<file path="config.mk">
export PLATFORM = sky130hd
export DESIGN_NAME = matrix_key_scan_debounce
export DESIGN_NICKNAME = d
export VERILOG_FILES = /design/src/design/mksd_pkg.sv /design/src/design/matrix_key_scan_debounce.sv /design/src/design/mksd_ctrl.sv /design/src/design/mksd_div.sv /design/src/design/mksd_dp.sv
export SDC_FILE = /design/constraint.sdc
export NUM_CORES = 2
export LEC_CHECK = 0
export BUFFER_PORTS_ARGS = -buffer_cell sky130_fd_sc_hd__buf_2
export CAP_MARGIN = 20
export CORE_MARGIN = 5
export CORE_UTILIZATION = 55
export CTS_CLUSTER_DIAMETER = 30
export DETAILED_ROUTE_END_ITERATION = 7
export PLACE_DENSITY = 0.8
export SLEW_MARGIN = 40
export SYNTH_ARGS = -nofsm -noshare
export SYNTH_HDL_FRONTEND = slang
export SYNTH_HIERARCHICAL = 1
export SYNTH_SLANG_ARGS = --single-unit
</file>
<file path="constraint.sdc">
create_clock -name i_clk -period 7.75 [get_ports i_clk]
set_input_delay 1.55 -clock i_clk [delete_from_list [all_inputs] [get_ports i_clk]]
set_output_delay 1.55 -clock i_clk [all_outputs]
set_load 0.005 [all_outputs]
</file>
<file path="src/design/mksd_pkg.sv">
// shared widths, register codes and controller/datapath bundles
package mksd_pkg;

    localparam int IDX_W      = 6;
    localparam int ROWS_W     = 16;
    localparam int TIME_W     = 32;
    localparam int LINE_W     = 5;
    localparam int DBN_W      = 16;
    localparam int COL_W      = 4;
    localparam int CFG_IDX_W  = 2;
    localparam int CFG_DATA_W = 16;

    localparam int DIV_BITS   = 2;
    localparam int DIV_CYCLES = IDX_W / DIV_BITS;
    localparam int DIV_CNT_W  = (DIV_CYCLES > 1) ? $clog2(DIV_CYCLES) : 1;

    localparam logic [CFG_IDX_W-1:0] CFG_COLUMN_COUNT = 2'd0;
    localparam logic [CFG_IDX_W-1:0] CFG_ROW_COUNT    = 2'd1;
    localparam logic [CFG_IDX_W-1:0] CFG_DEBOUNCE_MS  = 2'd2;

    localparam logic [LINE_W-1:0] COLUMN_COUNT_RST = 5'd8;
    localparam logic [LINE_W-1:0] ROW_COUNT_RST    = 5'd8;
    localparam logic [DBN_W-1:0]  DEBOUNCE_MS_RST  = 16'd20;

    typedef struct packed {
        logic load;
        logic div_step;
        logic commit;
    } t_cmd;

    typedef struct packed {
        logic bad_in;
        logic div_last;
    } t_sts;

endpackage

</file>
<file path="src/design/matrix_key_scan_debounce.sv">
// keypad matrix scanner with per-key debounce: top level
// sequence: an in-range beat is accepted, divided by the column count at 2 quotient bits per
//   divider cycle, then written to the table; a bad index skips the divider; the input stalls
//   until the table update, and the next beat is taken while a result waits
// reset (sync, active low): config back to 8 columns, 8 rows, 20 ms; every key reads as
//   low with time zero through cleared per-key valid bits, no clearing pass
module matrix_key_scan_debounce #(
    parameter int MAX_ELEMENTS = 64,
    parameter int MAX_LINES    = 16
) (
    input  logic                            i_clk,
    input  logic                            i_rst_n,
    // configuration write port
    input  logic                            i_cfg_we,
    input  logic [mksd_pkg::CFG_IDX_W-1:0]  i_cfg_index,
    input  logic [mksd_pkg::CFG_DATA_W-1:0] i_cfg_data,
    // input beat
    input  logic                            i_in_valid,
    output logic                            o_in_stall,
    input  logic [mksd_pkg::IDX_W-1:0]      i_element_index,
    input  logic [mksd_pkg::ROWS_W-1:0]     i_row_levels,
    input  logic [mksd_pkg::TIME_W-1:0]     i_now_ms,
    // result beat
    output logic                            o_out_valid,
    input  logic                            i_out_stall,
    output logic [mksd_pkg::COL_W-1:0]      o_column_drive,
    output logic                            o_stable_level,
    output logic                            o_bad_index
);

    // control bundle to the datapath and status back
    mksd_pkg::t_cmd cmd;
    mksd_pkg::t_sts sts;

    // sequencer: idle -> divide -> update, or idle -> update for a bad index
    mksd_ctrl u_ctrl (
        .i_clk       (i_clk),
        .i_rst_n     (i_rst_n),
        .i_in_valid  (i_in_valid),
        .o_in_stall  (o_in_stall),
        .o_out_valid (o_out_valid),
        .i_out_stall (i_out_stall),
        .i_sts       (sts),
        .o_cmd       (cmd)
    );

    // per-key state table, column/row split and debounce compare
    mksd_dp #(
        .MAX_ELEMENTS (MAX_ELEMENTS),
        .MAX_LINES    (MAX_LINES)
    ) u_dp (
        .i_clk           (i_clk),
        .i_rst_n         (i_rst_n),
        .i_cfg_we        (i_cfg_we),
        .i_cfg_index     (i_cfg_index),
        .i_cfg_data      (i_cfg_data),
        .i_element_index (i_element_index),
        .i_row_levels    (i_row_levels),
        .i_now_ms        (i_now_ms),
        .i_cmd           (cmd),
        .o_sts           (sts),
        .o_column_drive  (o_column_drive),
        .o_stable_level  (o_stable_level),
        .o_bad_index     (o_bad_index)
    );

endmodule

</file>
<file path="src/design/mksd_ctrl.sv">
// controller: sequences accept, division, table update and output beat
module mksd_ctrl (
    input  logic          i_clk,
    input  logic          i_rst_n,
    input  logic          i_in_valid,
    output logic          o_in_stall,
    output logic          o_out_valid,
    input  logic          i_out_stall,
    input  mksd_pkg::t_sts i_sts,
    output mksd_pkg::t_cmd o_cmd
);

    localparam logic [1:0] ST_IDLE = 2'd0;
    localparam logic [1:0] ST_DIV  = 2'd1;
    localparam logic [1:0] ST_UPD  = 2'd2;

    logic [1:0] r_state;
    logic [1:0] n_state;
    logic       r_out_valid;
    logic       n_out_valid;
    logic       out_free;

    assign out_free = !r_out_valid || !i_out_stall;

    always_comb begin
        n_state         = r_state;
        o_cmd.load      = 1'b0;
        o_cmd.div_step  = 1'b0;
        o_cmd.commit    = 1'b0;
        unique case (r_state)
            ST_IDLE: begin
                if (i_in_valid) begin
                    o_cmd.load = 1'b1;
                    n_state    = i_sts.bad_in ? ST_UPD : ST_DIV;
                end
            end
            ST_DIV: begin
                o_cmd.div_step = 1'b1;
                if (i_sts.div_last) begin
                    n_state = ST_UPD;
                end
            end
            ST_UPD: begin
                if (out_free) begin
                    o_cmd.commit = 1'b1;
                    n_state      = ST_IDLE;
                end
            end
            default: begin
                n_state = ST_IDLE;
            end
        endcase
    end

    always_comb begin
        if (o_cmd.commit) begin
            n_out_valid = 1'b1;
        end else if (!i_out_stall) begin
            n_out_valid = 1'b0;
        end else begin
            n_out_valid = r_out_valid;
        end
    end

    always_ff @(posedge i_clk) begin
        if (!i_rst_n) begin
            r_state     <= ST_IDLE;
            r_out_valid <= 1'b0;
        end else begin
            r_state     <= n_state;
            r_out_valid <= n_out_valid;
        end
    end

    assign o_in_stall  = (r_state != ST_IDLE);
    assign o_out_valid = r_out_valid;

endmodule

</file>
<file path="src/design/mksd_div.sv">
// iterative restoring divider, DIV_BITS quotient bits per step
module mksd_div (
    input  logic                        i_clk,
    input  logic                        i_rst_n,
    input  logic                        i_start,
    input  logic                        i_step,
    input  logic [mksd_pkg::IDX_W-1:0]  i_dividend,
    input  logic [mksd_pkg::LINE_W-1:0] i_divisor,
    output logic [mksd_pkg::IDX_W-1:0]  o_quo,
    output logic [mksd_pkg::LINE_W-1:0] o_rem,
    output logic                        o_last
);

    logic [mksd_pkg::IDX_W-1:0]     r_quo;
    logic [mksd_pkg::IDX_W-1:0]     n_quo;
    logic [mksd_pkg::LINE_W-1:0]    r_rem;
    logic [mksd_pkg::LINE_W-1:0]    n_rem;
    logic [mksd_pkg::DIV_CNT_W-1:0] r_cnt;

    always_comb begin
        logic [mksd_pkg::LINE_W:0] trial;
        n_quo = r_quo;
        n_rem = r_rem;
        trial = '0;
        for (int k = 0; k < mksd_pkg::DIV_BITS; k++) begin
            trial = {n_rem, n_quo[mksd_pkg::IDX_W-1]};
            n_quo = {n_quo[mksd_pkg::IDX_W-2:0], 1'b0};
            if (trial >= {1'b0, i_divisor}) begin
                trial    = trial - {1'b0, i_divisor};
                n_quo[0] = 1'b1;
            end
            n_rem = trial[mksd_pkg::LINE_W-1:0];
        end
    end

    always_ff @(posedge i_clk) begin
        if (i_start) begin
            r_quo <= i_dividend;
            r_rem <= '0;
        end else if (i_step) begin
            r_quo <= n_quo;
            r_rem <= n_rem;
        end
    end

    always_ff @(posedge i_clk) begin
        if (!i_rst_n) begin
            r_cnt <= '0;
        end else if (i_start) begin
            r_cnt <= '0;
        end else if (i_step) begin
            r_cnt <= r_cnt + 1'b1;
        end
    end

    assign o_last = (r_cnt == mksd_pkg::DIV_CNT_W'(mksd_pkg::DIV_CYCLES - 1));
    assign o_quo  = r_quo;
    assign o_rem  = r_rem;

endmodule

</file>
<file path="src/design/mksd_dp.sv">
// datapath: config registers, key state table, divider and result register
module mksd_dp #(
    parameter int MAX_ELEMENTS = 64,
    parameter int MAX_LINES    = 16
) (
    input  logic                            i_clk,
    input  logic                            i_rst_n,
    input  logic                            i_cfg_we,
    input  logic [mksd_pkg::CFG_IDX_W-1:0]  i_cfg_index,
    input  logic [mksd_pkg::CFG_DATA_W-1:0] i_cfg_data,
    input  logic [mksd_pkg::IDX_W-1:0]      i_element_index,
    input  logic [mksd_pkg::ROWS_W-1:0]     i_row_levels,
    input  logic [mksd_pkg::TIME_W-1:0]     i_now_ms,
    input  mksd_pkg::t_cmd                  i_cmd,
    output mksd_pkg::t_sts                  o_sts,
    output logic [mksd_pkg::COL_W-1:0]      o_column_drive,
    output logic                            o_stable_level,
    output logic                            o_bad_index
);

    localparam int AW = (MAX_ELEMENTS > 1) ? $clog2(MAX_ELEMENTS) : 1;

    typedef struct packed {
        logic [mksd_pkg::TIME_W-1:0] change_time;
        logic                        last_raw;
        logic                        settled;
    } t_entry;

    logic [mksd_pkg::LINE_W-1:0] r_col_count;
    logic [mksd_pkg::LINE_W-1:0] r_row_count;
    logic [mksd_pkg::DBN_W-1:0]  r_debounce;

    logic [mksd_pkg::LINE_W-1:0] cols_c;
    logic [mksd_pkg::LINE_W-1:0] rows_c;
    logic [2*mksd_pkg::LINE_W-1:0] count;
    logic [8:0]                  idx_ext_in;
    logic [8:0]                  idx_ext_q;
    logic [AW-1:0]               addr_in;
    logic [AW-1:0]               addr_q;

    t_entry                      mem [MAX_ELEMENTS];
    logic [MAX_ELEMENTS-1:0]     r_valid;
    t_entry                      r_rd;
    logic                        r_rd_ok;

    logic [mksd_pkg::IDX_W-1:0]  r_idx;
    logic [mksd_pkg::ROWS_W-1:0] r_rows_lvl;
    logic [mksd_pkg::TIME_W-1:0] r_now;
    logic                        r_bad;
    logic [mksd_pkg::COL_W-1:0]  r_drv_col;

    logic [mksd_pkg::IDX_W-1:0]  quo;
    logic [mksd_pkg::LINE_W-1:0] rem;
    logic                        div_last;

    t_entry                      ent;
    t_entry                      ent_new;
    logic                        raw;
    logic [mksd_pkg::TIME_W-1:0] elapsed;
    logic                        held_long;
    logic [mksd_pkg::COL_W-1:0]  col;

    // configuration
    always_ff @(posedge i_clk) begin
        if (!i_rst_n) begin
            r_col_count <= mksd_pkg::COLUMN_COUNT_RST;
            r_row_count <= mksd_pkg::ROW_COUNT_RST;
            r_debounce  <= mksd_pkg::DEBOUNCE_MS_RST;
        end else if (i_cfg_we) begin
            unique case (i_cfg_index)
                mksd_pkg::CFG_COLUMN_COUNT: r_col_count <= i_cfg_data[mksd_pkg::LINE_W-1:0];
                mksd_pkg::CFG_ROW_COUNT:    r_row_count <= i_cfg_data[mksd_pkg::LINE_W-1:0];
                mksd_pkg::CFG_DEBOUNCE_MS:  r_debounce  <= i_cfg_data;
                default: ;
            endcase
        end
    end

    // counts saturated to line limit, index range check at accept
    assign cols_c = (6'(r_col_count) > 6'(MAX_LINES)) ? mksd_pkg::LINE_W'(MAX_LINES)
                                                      : r_col_count;
    assign rows_c = (6'(r_row_count) > 6'(MAX_LINES)) ? mksd_pkg::LINE_W'(MAX_LINES)
                                                      : r_row_count;
    assign count  = (2*mksd_pkg::LINE_W)'(cols_c) * (2*mksd_pkg::LINE_W)'(rows_c);

    assign idx_ext_in = 9'(i_element_index);
    assign idx_ext_q  = 9'(r_idx);
    assign addr_in    = idx_ext_in[AW-1:0];
    assign addr_q     = idx_ext_q[AW-1:0];

    assign o_sts.bad_in = ((2*mksd_pkg::LINE_W)'(i_element_index) >= count)
                       || (idx_ext_in >= 9'(MAX_ELEMENTS));
    assign o_sts.div_last = div_last;

    mksd_div u_div (
        .i_clk      (i_clk),
        .i_rst_n    (i_rst_n),
        .i_start    (i_cmd.load),
        .i_step     (i_cmd.div_step),
        .i_dividend (i_element_index),
        .i_divisor  (cols_c),
        .o_quo      (quo),
        .o_rem      (rem),
        .o_last     (div_last)
    );

    // capture of the beat and table read
    always_ff @(posedge i_clk) begin
        if (i_cmd.load) begin
            r_idx      <= i_element_index;
            r_rows_lvl <= i_row_levels;
            r_now      <= i_now_ms;
            r_bad      <= o_sts.bad_in;
            r_rd       <= mem[addr_in];
            r_rd_ok    <= r_valid[addr_in];
        end
    end

    // debounce update
    always_comb begin
        ent       = r_rd_ok ? r_rd : '0;
        raw       = (quo[mksd_pkg::IDX_W-1:4] == '0) ? r_rows_lvl[quo[3:0]] : 1'b0;
        elapsed   = r_now - ent.change_time;
        held_long = elapsed >= mksd_pkg::TIME_W'(r_debounce);
        ent_new.last_raw    = raw;
        ent_new.change_time = (raw == ent.last_raw) ? ent.change_time : r_now;
        ent_new.settled     = ((raw == ent.last_raw) && held_long) ? raw : ent.settled;
        col = rem[mksd_pkg::COL_W-1:0];
    end

    always_ff @(posedge i_clk) begin
        if (i_cmd.commit && !r_bad) begin
            mem[addr_q] <= ent_new;
        end
    end

    always_ff @(posedge i_clk) begin
        if (!i_rst_n) begin
            r_valid   <= '0;
            r_drv_col <= '0;
        end else if (i_cmd.commit && !r_bad) begin
            r_valid[addr_q] <= 1'b1;
            r_drv_col       <= col;
        end
    end

    always_ff @(posedge i_clk) begin
        if (i_cmd.commit) begin
            o_column_drive <= r_bad ? r_drv_col : col;
            o_stable_level <= r_bad ? 1'b0 : ent_new.settled;
            o_bad_index    <= r_bad;
        end
    end

endmodule

</file>
### Word-level counts from Yosys, hierarchy flattened

Memories as Yosys holds them, arrays and structs flattened. A register that Yosys moved wholly into a read port is not among the register bits.
Index checks and enable logic that the tools add are counted.

* bits in writable memories: 2176
* output and inout port bits: 8
* input bits: 77
* register bits: 172
* memories kept: 1
* logic and storage cells: 98

Memory list
* u_dp.mem: depth 64, bits a word 34, rd ports 1, clocked after Yosys merged registers in 1, write ports 1, line mksd_dp.sv:41 `t_entry mem [MAX_ELEMENTS];`

* mux-type cells: 33
* reductions and logical operators: 18
* bitwise operators: 2
* magnitude comparators: 11
* add/sub/neg operators: 4
* multipliers: 1
* equal/unequal tests: 10

Operators by type and width (number)
* bitwise OR 64 bit: 1
* 2-to-1 mux 34 bit: 1
* >= comparator 32 x 16 -> 1 bit: 1
* 2-to-1 mux 32 bit: 1
* subtractor 32 bit: 1
* 2-to-1 mux 5 bit: 4
* 2-to-1 mux 1 bit: 16
* less-than comparator 6 x 7 -> 1 bit, second input constant: 2
* >= comparator 6 x 5 -> 1 bit: 2
* 2-to-1 mux 6 bit: 2
* >= comparator 6 x 10 -> 1 bit: 1
* > comparator 5 bit, second input constant: 2
* multiplier 5 x 5 -> 10 bit: 1
* subtractor 5 bit: 2
* 2-to-1 mux 2 bit: 4
* >= comparator 6 x 7 -> 1 bit, second input constant: 1
* binary-select mux 1 bit (select 6 bit): 1
* demux 1 bit (select 6 bit): 1
* == test 2 bit, second input constant: 3
* >= comparator 6 x 1 -> 1 bit, second input constant: 1
* logical NOT 2 bit: 3
* inequality test 2 x 1 -> 1 bit, second input constant: 3
* case mux 2 bit (3 select lines): 1
* AND reduction 2 bit: 3
* other kinds (14): 21

### Logic depth before layout (Yosys ltp)

* depth after elaboration: 8
* mapped depth: 23
* depth with buffers taken out: 21

### By module

The synthesis kept the hierarchy.

By module, submodules not included
* mksd_dp: cells an instance 4133, instances 1, area an instance 92890.3 µm²
* mksd_div: cells an instance 108, instances 1, area an instance 1059.8 µm²
* mksd_ctrl: cells an instance 20, instances 1, area an instance 173.9 µm²

### Worst setup path before layout

Ideal clock, no wire load.

* path type: input to register
* start: in i_in_valid
* end: reg u_dp.u_div.r_quo (netlist bit u_dp/u_div/o_quo[0]) (data pin)
* data required time: 7.490 ns
* arrival time: 6.320 ns
* library setup time: 0.260 ns
* buffers on the path: 1
* stages on the path: 4
* path slack: 1.170 ns
* cell sequence: inv_1 -> nor2_1 -> buf_4 -> mux2_2

RTL lines
* from (decl): line matrix_key_scan_debounce.sv:18 `input logic i_in_valid,`
* to (signal assigned): line mksd_div.sv:38 `r_quo <= i_dividend;`
* to (signal assigned): line mksd_div.sv:41 `r_quo <= n_quo;`
* to (decl): line mksd_div.sv:14 `logic [mksd_pkg::IDX_W-1:0] r_quo;`

==> results.py <==
metrics = {
    "route": {
        "antenna_left": 0,
        "drtIter0Drc": 10160,
        "vias_per_cell": 7.21,
        "routed_wl_um": 296000,
        "wl_per_cell_um": 40.7,
        "drc": 0,
        "vias": 52382,
        "drtPass1Iterations": 6,
    },
    "timing": {
        "rsz0062_at_grt": "false",
        "max_freq_ghz": 0.180,
        "fin_skew_ps": 107,
        "finalCritPeriodShare_pct": 71.7,
        "setup_tns_ps": 0,
        "finalSetupViolations": 0,
        "hold_violations": 0,
        "slew_violations": 0,
        "worstMarginPinSlew_ps": 986,
        "hold_ws_ps": 455,
        "period_needed_ps": 5550,
        "max_slew_margin_pct": 33.6,
    },
    "clock_tree": {
        "cts_resized": 0,
        "clockBufferDepth": 4,
        "h-tree-depth": 5,
        "clock-sinks": 2382,
        "cts_tree": "yes",
        "cts-root-buf": "clkbuf_16",
        "cts_buffers": 400,
        "post-cts-setup-buffers": 0,
        "clk_latency_ps": 960,
        "cts_hold_buf": 0,
        "clk_pin_slew_ps": 50,
    },
    "placed_design": {
        "hpwl_um": 144000,
        "port_buffers": 84,
        "place_inst": 6520,
        "post_dp_cell_area_um2": 99300,
        "gp_congestion": 0.921,
    },
    "finish": {
        "seqCellArea_um2": 70500,
        "multi_input_area_um2": 23300,
        "design_area_um2": 113000,
        "drive_gt1_share_pct": 36.1,
        "fin_cells": 7262,
        "area_growth_pct": 20.0,
        "final_nets": 4885,
        "fillers": 9535,
    },
    "power_and_ir_drop": {
        "leakage_nw": 37.0,
        "ir_drop_v": 0.000236,
        "power_mw": 36.5,
        "powerDensity_nw_per_um2": 323,
    },
    "global_route": {
        "grt_pass1_wl_um": 409000,
        "grt_antenna_before_repair": 20,
        "grt_max_degree": 99,
        "grt_pass1_vias": 53606,
        "grt_util_all_layers_pct": 32.5,
        "gr-total-overflow": 0,
    },
    "critical_path": {
        "cp-start-kind": "flip-flop",
        "cp.required_ps": 8340,
        "crit_arrival_ps": 6140,
        "end_kind": "flip-flop",
        "crit_type": "flip-flop to flip-flop",
        "crit_path_max_fanout": 64,
    },
    "synthesis": {
        "syn_nets": 4432,
        "avgSynthCellArea_um2": 22.1,
        "yosys_register_bits": 2382,
        "synthFlopType": "edfxtp_1",
        "synth_top_area_share_pct": 72.7,
        "ys_types": 87,
        "syn_inst": 4261,
        "synth_warnings": 6,
        "yosys-top-cells-count": "edfxtp_1, mux4_2, nand2_1",
        "synth.most_common_cell": "edfxtp_1",
        "async_flop_share_pct": 0,
        "yosys-top-cells-area": "edfxtp_1, mux4_2, dfxtp_1",
        "synth_area_um2": 94100,
        "synth_edf_count": 2278,
        "synth.largest_area_cell": "edfxtp_1",
        "ys_seq_area_share_pct": 74.9,
    },
    "floorplanning": {
        "dieArea_um2": 180000,
        "ios": 85,
        "coreArea_um2": 170000,
        "initial_core_util_pct": 55.4,
        "rows": 151,
        "fp.dieW_um": 424,
        "die_h_um": 424,
    },
    "run": {
        "maxCapViolCount": 0,
    },
    "outcome": {
        "status": "completed",
    },
    "hold_path": {
        "hp-class": "flip-flop to flip-flop",
    },
}
routing by layer:
| layer | vias up | GRT usage (%) | share of wire, % |
|---|---|---|---|
| li1 | 19000 | - | - |
| met1 | 26490 | 40.7 | 31 |
| met2 | 5606 | 51.2 | 48 |
| met3 | 1266 | 9.32 | 14 |
| met4 | 20 | 18.9 | 7.1 |
| met5 | - | 0 | 0.056 |
stage by stage:
step	worst slack [ps]	util, %
after global placement	2540	58.0
after detailed placement	2460	58.4
final	2200	66.5
after global routing	1890	66.5
after CTS	2330	66.4
after floorplan	1170	-
cells by family (layout without fill, tap and decap cells):
family | Yosys count | after routing | share of synthesized area [%]
muxes | 779 | 779 | 18.0
other | 0 | 3 | 0
DFF | 2382 | 2382 | 74.9
xor gates and xnor gates | 26 | 26 | 0.250
and+or+nand+nor | 413 | 413 | 2.10
adders and majority gates | 94 | 94 | 1.35
buffers and inverters | 275 | 1055 | 1.28
AOI/OAI and AO/OA | 292 | 292 | 2.09
final timing paths:
path                               to  slack [ps]           startpoint  depth (start not counted)
setup / recovery      u_dp/mem[23][0]        2200         u_dp/r_rd_ok                         20
setup reg to reg      u_dp/mem[23][0]        2200         u_dp/r_rd_ok                         20
hold / removal    u_dp/u_div/o_rem[4]         460  u_dp/u_div/o_rem[4]                          2
hold reg to reg   u_dp/u_div/o_rem[4]         460  u_dp/u_div/o_rem[4]                          2
layout by cell type (no fill, tap or decap), types with 20 or more instances in the layout:
| cell | Yosys | layout |
|---|---|---|
| dfxtp_1 | 104 | 104 |
| nor2_1 | 109 | 44 |
| ha_1 | 82 | 82 |
| buf_2 | 48 | 79 |
| inv_1 | 59 | 59 |
| inv_6 | 0 | 55 |
| clkinv_1 | 0 | 41 |
| nor2_4 | 0 | 65 |
| clkbuf_16 | 0 | 408 |
| buf_16 | 0 | 26 |
| a21oi_1 | 56 | 56 |
| bufinv_16 | 0 | 42 |
| o21ai_4 | 0 | 31 |
| o21a_1 | 71 | 71 |
| buf_4 | 18 | 121 |
| o21ai_0 | 52 | 39 |
| nor2b_1 | 27 | 26 |
| mux2_2 | 22 | 22 |
| edfxtp_1 | 2278 | 2278 |
| mux2i_1 | 25 | 25 |
| clkinv_4 | 0 | 39 |
| clkinv_2 | 0 | 39 |
| clkbuf_1 | 102 | 27 |
| clkinvlp_4 | 0 | 50 |
| mux4_2 | 732 | 732 |
| nand3_1 | 21 | 20 |
| nand2_1 | 154 | 150 |
flip-flops by register name (all words and copies together), names as in the netlist, 2 cells and up:
| name | flops |
|---|---|
| u_dp/u_div/r_cnt | 2 |
| u_ctrl/r_state | 2 |
| u_dp/u_div/o_rem | 5 |
| u_dp/r_valid | 64 |
| u_dp/r_rd | 34 |
| u_dp/r_drv_col | 4 |
| u_dp/r_col_count | 5 |
| u_dp/u_div/o_quo | 6 |
| u_dp/r_debounce | 16 |
| u_dp/r_row_count | 5 |
| u_dp/o_column_drive | 4 |
| u_dp/mem | 2176 |
| u_dp/r_rows_lvl | 16 |
| u_dp/addr_q | 6 |
| u_dp/r_now | 32 |
power breakdown:
group	total, mW	switching [mW]	internal, mW
Combinational	3.24	2.30	0.932
Sequential	15.2	0.102	15.1
Clock	18.0	6.80	11.2
worst max-delay path, stage by stage (launching register included):
cell and delay, ps:
edfxtp_1 330, buf_4 390, nand2_1 250, ha_1 330, nor2b_1 170, o2111ai_1 170
a211oi_2 430, o21bai_1 190, a21oi_1 210, nor2b_1 80, xnor2_1 130, ha_1 320
a21oi_1 160, o211ai_1 100, nor3_1 220, nand4_1 120, nor4_1 300, and4bb_4 300
nand4_1 180, a31oi_4 200, buf_4 560
final cells by class:
| type | instances | share of cell area (%) |
|---|---|---|
| sequential | 2382 | 62.4 |
| clock buffer | 441 | 9.20 |
| tap | 2218 | 2.46 |
| timing repair buffer | 267 | 2.38 |
| antenna | 3 | 0.00664 |
| multi-input combinational | 1604 | 20.6 |
| inverter | 59 | 0.196 |
| clock inverter | 288 | 2.74 |
Power figures use the tool's default switching activity.
